$ cat config.mk
export PLATFORM = sky130hd
export DESIGN_NAME = tcce_cursor
export DESIGN_NICKNAME = d
export VERILOG_FILES = /design/src/design/text_console_cursor_engine_assert.svh /design/src/design/tcce_pkg.sv /design/src/design/tcce_cursor.sv
export SDC_FILE = /design/constraint.sdc
export NUM_CORES = 1
export LEC_CHECK = 0
export BUFFER_PORTS_ARGS = -buffer_cell sky130_fd_sc_hd__buf_2
export CAP_MARGIN = 20
export CORE_MARGIN = 2
export CORE_UTILIZATION = 25
export DETAILED_ROUTE_END_ITERATION = 10
export GPL_TIMING_DRIVEN = 1
export PLACE_DENSITY_LB_ADDON = 0.05
export SLEW_MARGIN = 40
export SYNTH_ARGS = -nofsm -noshare
export SYNTH_HDL_FRONTEND = slang
export SYNTH_SLANG_ARGS = --single-unit
$ cat constraint.sdc
create_clock -name clock -period 10.5 [get_ports clock]
set_clock_uncertainty 0.1 [all_clocks]
set_input_delay 0.525 -clock clock [delete_from_list [all_inputs] [get_ports clock]]
set_output_delay 0.525 -clock clock [all_outputs]
set_load 0.01 [all_outputs]
$ cat src/design/text_console_cursor_engine_assert.svh
// Assertion macros shared by the text console cursor engine RTL.
`ifndef TEXT_CONSOLE_CURSOR_ENGINE_ASSERT_SVH
`define TEXT_CONSOLE_CURSOR_ENGINE_ASSERT_SVH

`ifndef SYNTHESIS

// Checks a property on every rising clock edge outside reset.
`define TCCE_ASSERT_PROP(label, clk, rst, prop, msg) \
   label: assert property (@(posedge clk) disable iff (rst) (prop)) else $error(msg);

// Checks that a condition never holds outside reset.
`define TCCE_ASSERT_NEVER(label, clk, rst, cond, msg) \
   label: assert property (@(posedge clk) disable iff (rst) !(cond)) else $error(msg);

`else

`define TCCE_ASSERT_PROP(label, clk, rst, prop, msg)
`define TCCE_ASSERT_NEVER(label, clk, rst, cond, msg)

`endif

`endif

$ cat src/design/tcce_pkg.sv
// Types, constants and helpers shared by the text console cursor engine.
package tcce_pkg;

   localparam int COLS                    = 80;
   localparam int ROWS                    = 25;
   localparam int SCROLL_FIRST_SOURCE_ROW = 3;
   localparam int CELL_TOTAL              = ROWS * COLS;

   localparam int ROW_W  = 5;
   localparam int COL_W  = 7;
   localparam int ADDR_W = 11;
   localparam int PARAM_W = 16;

   typedef logic [ROW_W-1:0]   row_type;
   typedef logic [COL_W-1:0]   col_type;
   typedef logic [ADDR_W-1:0]  addr_type;
   typedef logic [PARAM_W-1:0] param_type;
   typedef logic [15:0]        cell_type;

   localparam logic [7:0] CHAR_BACKSPACE = 8'h08;
   localparam logic [7:0] CHAR_NEWLINE   = 8'h0A;
   localparam logic [7:0] CHAR_RETURN    = 8'h0D;
   localparam logic [7:0] CHAR_BLANK     = 8'h20;
   localparam logic [7:0] RESET_ATTR     = 8'd31;

   localparam param_type ERASE_TO_CURSOR = 16'd1;
   localparam param_type ERASE_ALL       = 16'd2;

   localparam row_type  LAST_ROW   = row_type'(ROWS - 1);
   localparam col_type  LAST_COL   = col_type'(COLS - 1);
   localparam addr_type LAST_CELL  = addr_type'(CELL_TOTAL - 1);
   localparam addr_type LAST_ROW_BASE = addr_type'((ROWS - 1) * COLS);
   localparam addr_type SCROLL_FIRST_CELL = addr_type'(SCROLL_FIRST_SOURCE_ROW * COLS);

   typedef enum logic [1:0] {
      OP_CHAR = 2'd0,
      OP_CSI  = 2'd1,
      OP_READ = 2'd2
   } opcode_type;

   typedef enum logic [3:0] {
      CMD_POSITION      = 4'd0,
      CMD_UP            = 4'd1,
      CMD_DOWN          = 4'd2,
      CMD_RIGHT         = 4'd3,
      CMD_LEFT          = 4'd4,
      CMD_ERASE_DISPLAY = 4'd5,
      CMD_ERASE_LINE    = 4'd6,
      CMD_SAVE          = 4'd7,
      CMD_RESTORE       = 4'd8,
      CMD_IGNORE        = 4'd9
   } cmd_type;

   typedef enum logic [2:0] {
      ST_CLEAR,
      ST_IDLE,
      ST_EXEC,
      ST_COPY,
      ST_FILL,
      ST_READ,
      ST_HOLD
   } state_type;

   // One input event as unpacked from the stream.
   typedef struct packed {
      logic [1:0] opcode;
      logic [7:0] char_code;
      logic [3:0] command;
      logic [1:0] param_count;
      param_type  param_first;
      param_type  param_second;
      addr_type   read_index;
   } item_type;

   // Memory work that one event leaves for the sequencer.
   typedef struct packed {
      logic       wr_en;
      addr_type   wr_addr;
      logic [7:0] wr_char;
      logic       scroll;
      logic       fill_en;
      addr_type   fill_first;
      addr_type   fill_last;
      logic       rd_en;
      addr_type   rd_addr;
   } plan_type;

   // Write port of the cell memory.
   typedef struct packed {
      logic     en;
      addr_type addr;
      cell_type data;
   } ram_wr_type;

   function automatic addr_type cell_addr(row_type row, col_type col);
      cell_addr = addr_type'(32'(row) * COLS + 32'(col));
   endfunction

endpackage

$ cat src/design/tcce_cursor.sv
// Cursor and saved cursor registers, and decoding of one event into cursor
// moves and memory work.
module tcce_cursor (
   input  logic                clock,
   input  logic                reset,
   input  logic                accept,
   input  tcce_pkg::item_type  item,
   output tcce_pkg::row_type   row,
   output tcce_pkg::col_type   col,
   output tcce_pkg::plan_type  plan
);

   tcce_pkg::row_type   row_ff, row_in, srow_ff, srow_in;
   tcce_pkg::col_type   col_ff, col_in, scol_ff, scol_in;
   tcce_pkg::param_type p0, p1, cnt, r_pos, c_pos;
   logic [16:0]         row_sum, col_sum;
   tcce_pkg::row_type   bs_row;
   tcce_pkg::col_type   bs_col;
   tcce_pkg::addr_type  row_base, cur_addr;

   always_comb begin
      p0 = (item.param_count > 2'd0) ? item.param_first : '0;
      p1 = (item.param_count > 2'd1) ? item.param_second : '0;
      cnt = (p0 != '0) ? p0 : tcce_pkg::param_type'(1);
      r_pos = (p0 != '0) ? p0 - tcce_pkg::param_type'(1) : '0;
      c_pos = (p1 != '0) ? p1 - tcce_pkg::param_type'(1) : '0;
      row_sum = 17'(cnt) + 17'(row_ff);
      col_sum = 17'(cnt) + 17'(col_ff);
      row_base = tcce_pkg::cell_addr(row_ff, '0);
      cur_addr = tcce_pkg::cell_addr(row_ff, col_ff);
      if (col_ff != '0) begin
         bs_row = row_ff;
         bs_col = col_ff - tcce_pkg::col_type'(1);
      end else if (row_ff != '0) begin
         bs_row = row_ff - tcce_pkg::row_type'(1);
         bs_col = tcce_pkg::LAST_COL;
      end else begin
         bs_row = row_ff;
         bs_col = col_ff;
      end
   end

   always_comb begin
      row_in  = row_ff;
      col_in  = col_ff;
      srow_in = srow_ff;
      scol_in = scol_ff;
      plan    = '0;
      // A scroll always ends by blanking the bottom row.
      plan.fill_first = tcce_pkg::LAST_ROW_BASE;
      plan.fill_last  = tcce_pkg::LAST_CELL;
      unique case (tcce_pkg::opcode_type'(item.opcode))
         tcce_pkg::OP_CHAR: begin
            if (item.char_code == tcce_pkg::CHAR_NEWLINE) begin
               if (row_ff == tcce_pkg::LAST_ROW) begin
                  plan.scroll  = 1'b1;
                  plan.fill_en = 1'b1;
               end else begin
                  row_in = row_ff + tcce_pkg::row_type'(1);
               end
            end else if (item.char_code == tcce_pkg::CHAR_RETURN) begin
               col_in = '0;
            end else if (item.char_code == tcce_pkg::CHAR_BACKSPACE) begin
               row_in        = bs_row;
               col_in        = bs_col;
               plan.wr_en    = 1'b1;
               plan.wr_addr  = tcce_pkg::cell_addr(bs_row, bs_col);
               plan.wr_char  = tcce_pkg::CHAR_BLANK;
            end else if (item.char_code >= tcce_pkg::CHAR_BLANK) begin
               plan.wr_en   = 1'b1;
               plan.wr_addr = cur_addr;
               plan.wr_char = item.char_code;
               if (col_ff == tcce_pkg::LAST_COL) begin
                  col_in = '0;
                  if (row_ff == tcce_pkg::LAST_ROW) begin
                     plan.scroll  = 1'b1;
                     plan.fill_en = 1'b1;
                  end else begin
                     row_in = row_ff + tcce_pkg::row_type'(1);
                  end
               end else begin
                  col_in = col_ff + tcce_pkg::col_type'(1);
               end
            end
         end
         tcce_pkg::OP_CSI: begin
            unique case (tcce_pkg::cmd_type'(item.command))
               tcce_pkg::CMD_POSITION: begin
                  row_in = (r_pos < tcce_pkg::param_type'(tcce_pkg::ROWS)) ?
                           r_pos[tcce_pkg::ROW_W-1:0] : tcce_pkg::LAST_ROW;
                  col_in = (c_pos < tcce_pkg::param_type'(tcce_pkg::COLS)) ?
                           c_pos[tcce_pkg::COL_W-1:0] : tcce_pkg::LAST_COL;
               end
               tcce_pkg::CMD_UP: begin
                  row_in = (cnt > tcce_pkg::param_type'(row_ff)) ? '0 :
                           row_ff - cnt[tcce_pkg::ROW_W-1:0];
               end
               tcce_pkg::CMD_DOWN: begin
                  row_in = (row_sum < 17'(tcce_pkg::ROWS)) ?
                           row_sum[tcce_pkg::ROW_W-1:0] : tcce_pkg::LAST_ROW;
               end
               tcce_pkg::CMD_RIGHT: begin
                  col_in = (col_sum < 17'(tcce_pkg::COLS)) ?
                           col_sum[tcce_pkg::COL_W-1:0] : tcce_pkg::LAST_COL;
               end
               tcce_pkg::CMD_LEFT: begin
                  col_in = (cnt > tcce_pkg::param_type'(col_ff)) ? '0 :
                           col_ff - cnt[tcce_pkg::COL_W-1:0];
               end
               tcce_pkg::CMD_ERASE_DISPLAY: begin
                  if (p0 == tcce_pkg::ERASE_ALL) begin
                     row_in          = '0;
                     col_in          = '0;
                     plan.fill_en    = 1'b1;
                     plan.fill_first = '0;
                     plan.fill_last  = tcce_pkg::LAST_CELL;
                  end
               end
               tcce_pkg::CMD_ERASE_LINE: begin
                  plan.fill_en = 1'b1;
                  if (p0 == tcce_pkg::ERASE_TO_CURSOR) begin
                     plan.fill_first = row_base;
                     plan.fill_last  = cur_addr;
                  end else if (p0 == tcce_pkg::ERASE_ALL) begin
                     plan.fill_first = row_base;
                     plan.fill_last  = tcce_pkg::cell_addr(row_ff, tcce_pkg::LAST_COL);
                  end else begin
                     plan.fill_first = cur_addr;
                     plan.fill_last  = tcce_pkg::cell_addr(row_ff, tcce_pkg::LAST_COL);
                  end
               end
               tcce_pkg::CMD_SAVE: begin
                  srow_in = row_ff;
                  scol_in = col_ff;
               end
               tcce_pkg::CMD_RESTORE: begin
                  row_in = (srow_ff > tcce_pkg::LAST_ROW) ? tcce_pkg::LAST_ROW : srow_ff;
                  col_in = (scol_ff > tcce_pkg::LAST_COL) ? tcce_pkg::LAST_COL : scol_ff;
               end
               default: begin
               end
            endcase
         end
         tcce_pkg::OP_READ: begin
            plan.rd_en   = (item.read_index < tcce_pkg::addr_type'(tcce_pkg::CELL_TOTAL));
            plan.rd_addr = item.read_index;
         end
         default: begin
         end
      endcase
   end

   always_ff @(posedge clock) begin
      if (reset) begin
         row_ff  <= '0;
         col_ff  <= '0;
         srow_ff <= '0;
         scol_ff <= '0;
      end else if (accept) begin
         row_ff  <= row_in;
         col_ff  <= col_in;
         srow_ff <= srow_in;
         scol_ff <= scol_in;
      end
   end

   assign row = row_ff;
   assign col = col_ff;

endmodule

Yosys cells after proc, flatten, opt, wreduce, memory -nomap -nowiden --
Cells that the tools add are included.
Operators by class: $lt $le $gt $ge 12, reduce and logical (&&, ||, !) cells 10, equality and inequality tests 25, add/subtract/negate cells 13, mux-type cells 50, $mul 2
Operator list (count):
- 22-bit 2-to-1 mux | 5
- 7-bit 2-to-1 mux | 12
- 16-bit 2-to-1 mux | 5
- 5-bit 2-to-1 mux | 13
- 23-bit one-hot mux with 2 select lines | 1
- 20-bit 2-to-1 mux | 2
- 7-bit one-hot mux with 5 select lines | 1
- 16-bit nonzero test | 2
- 16-bit by 1-bit subtractor with 16-bit output, second input constant | 2
- 5-bit one-hot mux with 5 select lines | 1
- 8-bit by 4-bit == test with 1-bit output, second input constant | 3
- 23-bit 2-to-1 mux | 1
- 11-bit by 7-bit adder with 11-bit output | 2
- 21-bit 2-to-1 mux | 1
- 16-bit by 5-bit adder with 17-bit output | 1
- 16-bit by 7-bit adder with 17-bit output | 1
- 17-bit by 5-bit less-than comparator with 1-bit output, second input constant | 1
- 17-bit by 7-bit less-than comparator with 1-bit output, second input constant | 1
- 16-bit by 1-bit == test with 1-bit output, second input constant | 1
- 16-bit by 2-bit == test with 1-bit output, second input constant | 1
- 4-bit by 3-bit == test with 1-bit output, second input constant | 4
- 16-bit by 5-bit > comparator with 1-bit output | 1
- 16-bit by 7-bit > comparator with 1-bit output | 1
- 16-bit by 5-bit less-than comparator with 1-bit output, second input constant | 1
- other kinds (38) | 48
Word-level totals: bits in registers 24, input port bits 62

Depth between registers and ports, before layout --
Gate-level depths: netlist (run 1).
word-level depth 9, depth in mapped cells 20, gate-level depth less buffers 17

Worst setup path before layout (run 1) --
Ideal clock, no wire load.
path type input -> register, start point input port item[44] in the netlist's numbering, end point register col_ff[4] (netlist: col[4]), setup time 0.086 ns, path slack 5.804 ns, stages on the path 20, data required time 10.314 ns, arrival 4.510 ns, cell sequence buf_6 -> or2_1 -> buf_6 -> buf_4 -> nand2_1 -> ha_1 -> and2_1 -> o21ai_0 -> nand2_1 -> ha_1 -> inv_1 -> fa_1 -> nor2_1 -> o311ai_4 -> a2111oi_0 -> a211oi_1 -> a41oi_1 -> nand4bb_2 -> or4_1 -> a221oi_2
On the way: cells in the longest elaborated chain, start to end 9
RTL lines:
- start, declared | line tcce_cursor.sv:7 | input tcce_pkg::item_type item,
- 2-bit by 1-bit > comparator with 1-bit output | line tcce_cursor.sv:22 | p0 = (item.param_count > 2'd0) ? item.param_first : '0;
- 16-bit 2-to-1 mux | line tcce_cursor.sv:22
- 16-bit nonzero test | line tcce_cursor.sv:24 | cnt = (p0 != '0) ? p0 : tcce_pkg::param_type'(1);
- 16-bit 2-to-1 mux | line tcce_cursor.sv:24
- 16-bit by 7-bit adder with 17-bit output | line tcce_cursor.sv:28 | col_sum = 17'(cnt) + 17'(col_ff);
- 17-bit by 7-bit less-than comparator with 1-bit output | line tcce_cursor.sv:103 | col_in = (col_sum < 17'(tcce_pkg::COLS)) ?
- 7-bit 2-to-1 mux | line tcce_cursor.sv:103
- 7-bit one-hot mux with 5 select lines | line tcce_cursor.sv:87 | unique case (tcce_pkg::cmd_type'(item.command))
- 7-bit one-hot mux with 2 select lines | line tcce_cursor.sv:52 | unique case (tcce_pkg::opcode_type'(item.opcode))
- end signal, assigned | line tcce_cursor.sv:161 | col_ff <= col_in;
- end, declared | line tcce_cursor.sv:14 | tcce_pkg::col_type col_ff, col_in, scol_ff, scol_in;
Parallel ways exist; a longest one is shown, timed or not. A chain may end at the register's enable or synchronous reset.

==> flow_summary.toml, run 1 <==
[pwr]
power_density_nw_per_um2 = 68.0
p_leak_nw = 2.97
peakVddDrop_v = 0.0000551

[global_routing]
gr-total-overflow = 0
grt_pass1_wl_mm = 40.5
antenna_found_initial = 0
grt_pass1_vias = 6818
grtUsageTotal_pct = 20.2
grt_max_degree = 26

[worst_setup_path]
crit_top_cell = "ha_1"
crit_buf_inv = 3
reg2reg_from = "col[4]"
start_kind = "flip-flop"
crit_fanout = 12
critPathLaunch = "col[1]"
rrSetupSlack_ps = 6120
crit_slowest_cell = "dfxtp_1"
worstReg2RegEnd = "col[4]"
crit_family = "adder cells"
end_kind = "output port"
path_class = "flip-flop to output port"
cp.arrival_ps = 5020
cp-endpoint = "plan[54]"
slowest_delay_ps = 530
path_depth = 16
worstPathCellList = "inv_1 > ha_1 > or4b_4 > nor4_1 > mux2i_1 > ha_1 > ha_1 > inv_1 > fa_1 > nor2_1 > nand2_1 > o21ai_0 > a21oi_1 > xnor2_1 > o211a_1 > buf_2"
worstRegToRegCells = 10
cp.required_ps = 9880

[synth]
yosysWarningCount = 0
synthFlopType = "dfxtp_1"
synth-seq-area-share_pct = 8.01
synth_top_area_share_pct = 12.7
netlist_instances = 870
synth_area_um2 = 6000
syn-mean-instance-area_um2 = 6.90
async_flop_share_pct = 0
ys_seq_elements = 24
netlist-cell-type-count = 84
syn_nets = 1001
yosysTopAreaCell = "ha_1"
yosys-top-cells-area = "ha_1 (13%), dfxtp_1 (8.0%), a21oi_1 (6.0%)"
synth-edff-count = 0

[drt]
route.final.wire_length_mm = 26.3
avgRoutedWirePerCell_um = 20.5
drc_errors = 0
firstDrtPassIters = 5
dr.first_iter.drc_count = 487
vias = 6967
ant_nets = 0
via_per_inst = 5.41

[clocking]
htree_levels = 1
cts_root_buf = "clkbuf_16"
cts_tree = "done"
clkSinkCount = 24
numCtsBuffers = 3
clock_latency_ps = 270
post_cts.repair.setup_buffers = 0
post_cts_resized = 0
clk_pin_slew_ps = 70
holdBufCountCts = 0
clockBufferDepth = 2

[floorplanning]
die_area_um2 = 25300
fp.dieW_um = 159
core_area_um2 = 23500
io_pins = 130
start_util_pct = 25.5
rows = 56
die_h_um = 159

[timing]
finalCritPeriodShare_pct = 53.8
tightest_slew_ps = 803
setup_violations = 0
setup_tns_ps = 0
finalHoldViolCount = 0
finalMaxSlewViolations = 0
fmax_mhz = 177
finalCriticalPeriod_ps = 5650
hold_ws_ps = 359
rsz0062_at_grt = "false"
slew_headroom_pct = 46.5

[layout]
area_delta_synth_final_pct = 17.6
fin_util_pct = 30.0
finalNetCount = 1101
n_antenna_cell = 0
drive_gt1_share_pct = 18.3

[hold_path]
hold_depth = 2
hp-class = "flip-flop to flip-flop"

[placement]
hpwl_mm = 21.3
gp_congestion = 0.843
port_buffers = 129

[flow_run]
maxCapViolCount = 0

[outcome]
status = "completed"
==> power breakdown <==
part / total, mW / internal (mW) / leakage (nW) / switching (mW)
Clock: 0.115 / 0.0760 / 0.0511 / 0.0391
Sequential: 0.103 / 0.0934 / 0.195 / 0.00965
Combinational: 0.262 / 0.0961 / 2.72 / 0.166
Total: 0.480 / 0.266 / 2.97 / 0.214
==> sequential cells by signal, indices dropped and copies added, names as in the netlist <==
signal,flops
srow_ff,5
scol_ff,7
col,7
row,5
==> metrics by stage <==
| stage | instance area [µm²] | setup slack, ps | power (mW) | std cells |
|---|---|---|---|---|
| 2_1_floorplan | 6000 | 5800 | 0.275 | 870 |
| 3_3_place_gp | 6940 | 5000 | 0.370 | 1283 |
| 3_5_place_dp | 6950 | 4890 | 0.365 | 1284 |
| 4_1_cts | 7050 | 4850 | 0.480 | 1288 |
| 5_1_grt | 7060 | 4480 | 0.513 | 1288 |
| 6_report | 7060 | 4850 | 0.480 | 1288 |
==> cell type report <==
cell class	count	area, µm²
Clock buffer	3	75.1
Clock inverter	1	30.0
Fill cell	2714	16500
Inverter	50	188
Multi-Input combinational cell	748	5140
Sequential cell	24	480
Tap cell	319	399
Timing Repair Buffer	143	748
==> worst min-delay path by stage <==
stage / startpoint / endpoint / slack (ps)
2_1_floorplan: scol_ff[0] / scol_ff[0] / 330
3_3_place_gp: scol_ff[2] / scol_ff[2] / 350
3_5_place_dp: scol_ff[2] / scol_ff[2] / 350
4_1_cts: scol_ff[2] / scol_ff[2] / 360
5_1_grt: srow_ff[0] / srow_ff[0] / 390
6_report: scol_ff[1] / scol_ff[1] / 360
==> cell usage after synthesis (7+ instances only) <==
cell type,n
a31oi_1,13
nor2_1,70
a211oi_1,15
o211ai_1,9
nor2b_1,19
o21a_1,7
or4_1,7
and3_1,15
nand2_1,94
ha_1,61
nand2b_1,8
o31ai_1,9
dfxtp_1,24
o21ai_0,57
nand3_1,28
fa_1,8
inv_1,49
xor2_1,19
clkbuf_1,39
xnor2_1,28
nor4_1,10
and2_1,14
a21o_1,12
a21oi_1,72
nand4_1,18
or3_1,7
nor3_1,24
==> routing by layer <==
| layer | share of wire, % | vias to the layer above | GRT usage [%] |
|---|---|---|---|
| li1 | - | 3416 | - |
| met1 | 47 | 3305 | 27.2 |
| met2 | 48 | 234 | 35.8 |
| met3 | 4.4 | 12 | 1.46 |
| met4 | 0.89 | 0 | 3.22 |
| met5 | 0 | - | 0 |
==> cells in the final DEF (no fill, tap or decap), types with 7 or more instances in the layout <==
cell type | netlist | final
fa_1 | 8 | 8
and2_1 | 14 | 14
nor3_1 | 24 | 23
nor2_1 | 70 | 69
nand4_1 | 18 | 18
o21ai_0 | 57 | 57
o211ai_1 | 9 | 9
o21a_1 | 7 | 7
and3_1 | 15 | 15
a21oi_1 | 72 | 72
a31oi_1 | 13 | 13
ha_1 | 61 | 61
nor2b_1 | 19 | 19
nand3_1 | 28 | 28
xor2_1 | 19 | 19
nor4_1 | 10 | 10
xnor2_1 | 28 | 28
buf_2 | 4 | 130
dfxtp_1 | 24 | 24
or3_1 | 7 | 7
inv_1 | 49 | 49
o31ai_1 | 9 | 9
or4_1 | 7 | 7
a21o_1 | 12 | 12
buf_4 | 2 | 13
a211oi_1 | 15 | 15
nand2b_1 | 8 | 7
nand2_1 | 94 | 94
==> worst register-to-register path: stages (launching register included) <==
cell and delay [ps]:
dfxtp_1 750, clkinv_1 530, ha_1 510, inv_1 270
o21ai_0 260, a31oi_1 330, a211oi_1 130, a311oi_1 330
nand4bb_2 280, or4_1 560, a221oi_2 240
==> kinds of logic (layout without fill, tap and decap cells) <==
kind of cell               count (synthesis)  in the layout  share of synthesized area, %
buffers and inverters                     98            197                          6.59
xor gates and xnor gates                  47             47                          6.86
and+or+nand+nor                          350            350                          30.7
muxes                                      8              8                          1.40
DFF                                       24             24                          8.00
AOI/OAI and AO/OA                        274            274                          31.1
adders and majority gates                 69             69                          15.4
Note: power is estimated with default switching activity, not from simulation.
==> inputs of run 2 (changes only) <==
==> constraint.sdc (replaced) <==
create_clock -name clock -period 4.91 [get_ports clock]
set_clock_uncertainty 0.1 [all_clocks]
set_input_delay 0.2455 -clock clock [delete_from_list [all_inputs] [get_ports clock]]
set_output_delay 0.2455 -clock clock [all_outputs]
set_load 0.01 [all_outputs]
==> run 2 against run 1 <==
Clock power grew 81%. Clock-buffer cell count grew 1. Wire length grew 2.3%. Cell area grew 2.3%. Non-clock buffer count grew 21. Largest cell class unchanged.
==> flow_summary.toml, run 2 (same netlist as run 1, synthesis figures left out) <==
[timing]
finalMaxSlewViolations = 0
setup_tns_ps = 0
setup_violations = 0
finalCriticalPeriod_ps = 4620
fmax_mhz = 216
rsz0062_at_grt = "false"
slew_headroom_pct = 44.6
finalCritPeriodShare_pct = 94.1
tightest_slew_ps = 831
finalHoldViolCount = 0

[layout]
area_delta_synth_final_pct = 20.2
nFillCells = 2726
drive_gt1_share_pct = 20.4
finalNetCount = 1122
final_cells = 1310
layout_commonest_cell = "buf_2"
multiInputGateArea_um2 = 5150
mostFrequentLayoutCells = "buf_2 (130), nand2_1 (94), a21oi_1 (72)"
ff_latch_area_um2 = 480

[floorplanning]
rows = 56
fp.dieW_um = 159
die_area_um2 = 25300
die_h_um = 159
start_util_pct = 25.5
io_pins = 130
core_area_um2 = 23500

[worst_setup_path]
cp.arrival_ps = 4270
worstRegToRegCells = 10
rrSetupSlack_ps = 900
cp.required_ps = 4560
start_kind = "flip-flop"
path_class = "flip-flop to output port"
end_kind = "output port"
worstReg2RegEnd = "col[4]"
crit_fanout = 6
reg2reg_from = "col[6]"

[pwr]
p_int_mw = 0.551
p_leak_nw = 3.06
p_sw_share_pct = 45.9
switching_power_mw = 0.467
comb_power_share_pct = 59.1
clkPwrFrac_pct = 20.4
seqPwrFrac_pct = 20.5
power_density_nw_per_um2 = 141
peakVddDrop_v = 0.0000963

[hold_path]
hold_depth = 2
min_from = "scol_ff[2]"
hp-class = "flip-flop to flip-flop"
worstHoldEndpoint = "scol_ff[2]"

[clocking]
htree_levels = 1
holdBufCountCts = 0
clock_latency_ps = 270
clkSinkCount = 24
clockBufferDepth = 2
cts_tree = "done"
numCtsBuffers = 3
clk_pin_slew_ps = 70
cts_root_buf = "clkbuf_16"

[placement]
gp_congestion = 0.837
port_buffers = 129
placed_cells = 1304
hpwl_mm = 21.9

[global_routing]
antenna_found_initial = 1
grt_max_degree = 26
grt_pass1_vias = 6974
grtUsageTotal_pct = 20.7
grt_pass1_wl_mm = 41.4
gr-total-overflow = 0

[outcome]
status = "completed"

[drt]
via_per_inst = 5.43
firstDrtPassIters = 5
dr.first_iter.drc_count = 456
vias = 7116
ant_nets = 0
avgRoutedWirePerCell_um = 20.6
route.final.wire_length_mm = 26.9
drc_errors = 0

[flow_run]
maxCapViolCount = 0
run 2: cell type report:
type / count / share of cell area (%)
diodes: 1 / 0.0347
clock buffers: 4 / 1.23
inverters: 50 / 2.60
multi-input cells: 748 / 71.4
flip-flops and latches: 24 / 6.66
well taps: 319 / 5.53
repair buffers: 164 / 12.6
run 2: worst max-delay path by stage:
stage / to / startpoint / slack, ps
floorplan: col[4] / item[44] / 490
CTS: plan[54] / col[0] / 90
global route: plan[54] / col[0] / 50
finish: plan[54] / col[0] / 290
global placement: plan[54] / col[0] / 370
detailed placement: col[4] / item[43] / 350
run 2: power groups by stage:
stage               Sequential (mW)  Combinational (mW)  Clock, mW
floorplan                     0.216               0.372          0
global placement              0.213               0.601          0
detailed placement            0.212               0.592          0
CTS                           0.208               0.594      0.211
global route                  0.209               0.665      0.217
finish                        0.208               0.601      0.208
run 2: worst max-delay path, stage by stage (launching register included):
cell and delay, ps:
dfxtp_1 320, inv_2 130, ha_2 250, or4b_4 540, or3_4 410, a22o_1 330
ha_1 320, ha_1 210, inv_1 70, fa_1 470, nor2_1 220, nand2_1 60
o21ai_0 140, a21oi_1 70, xnor2_1 140, o211a_1 200, buf_2 130
run 2: metrics by stage:
step / power [mW] / utilization (%) / cell area, µm² / setup WS, ps / hold slack, ps
3_5_place_dp: 0.804 / 30.1 / 7100 / 348 / 352
4_1_cts: 1.01 / 30.5 / 7190 / 87.2 / 361
2_1_floorplan: 0.588 / - / 6000 / 493 / 333
5_1_grt: 1.09 / 30.6 / 7210 / 51.8 / 379
6_report: 1.02 / 30.6 / 7220 / 290 / 360
3_3_place_gp: 0.813 / 30.1 / 7090 / 366 / 351
run 2: metal layers:
metal	GRT usage (%)	wire length (µm)	vias up
met5	0	0	-
met4	6.03	653	0
met3	1.93	1320	31
met2	35.6	12600	243
met1	27.6	12300	3387
li1	-	-	3455
run 2: what timing repair did:
action,4_1_cts,5_1_grt
buffers inserted,0,1
resized for setup,0,5
endpoints found under the setup margin,0,2
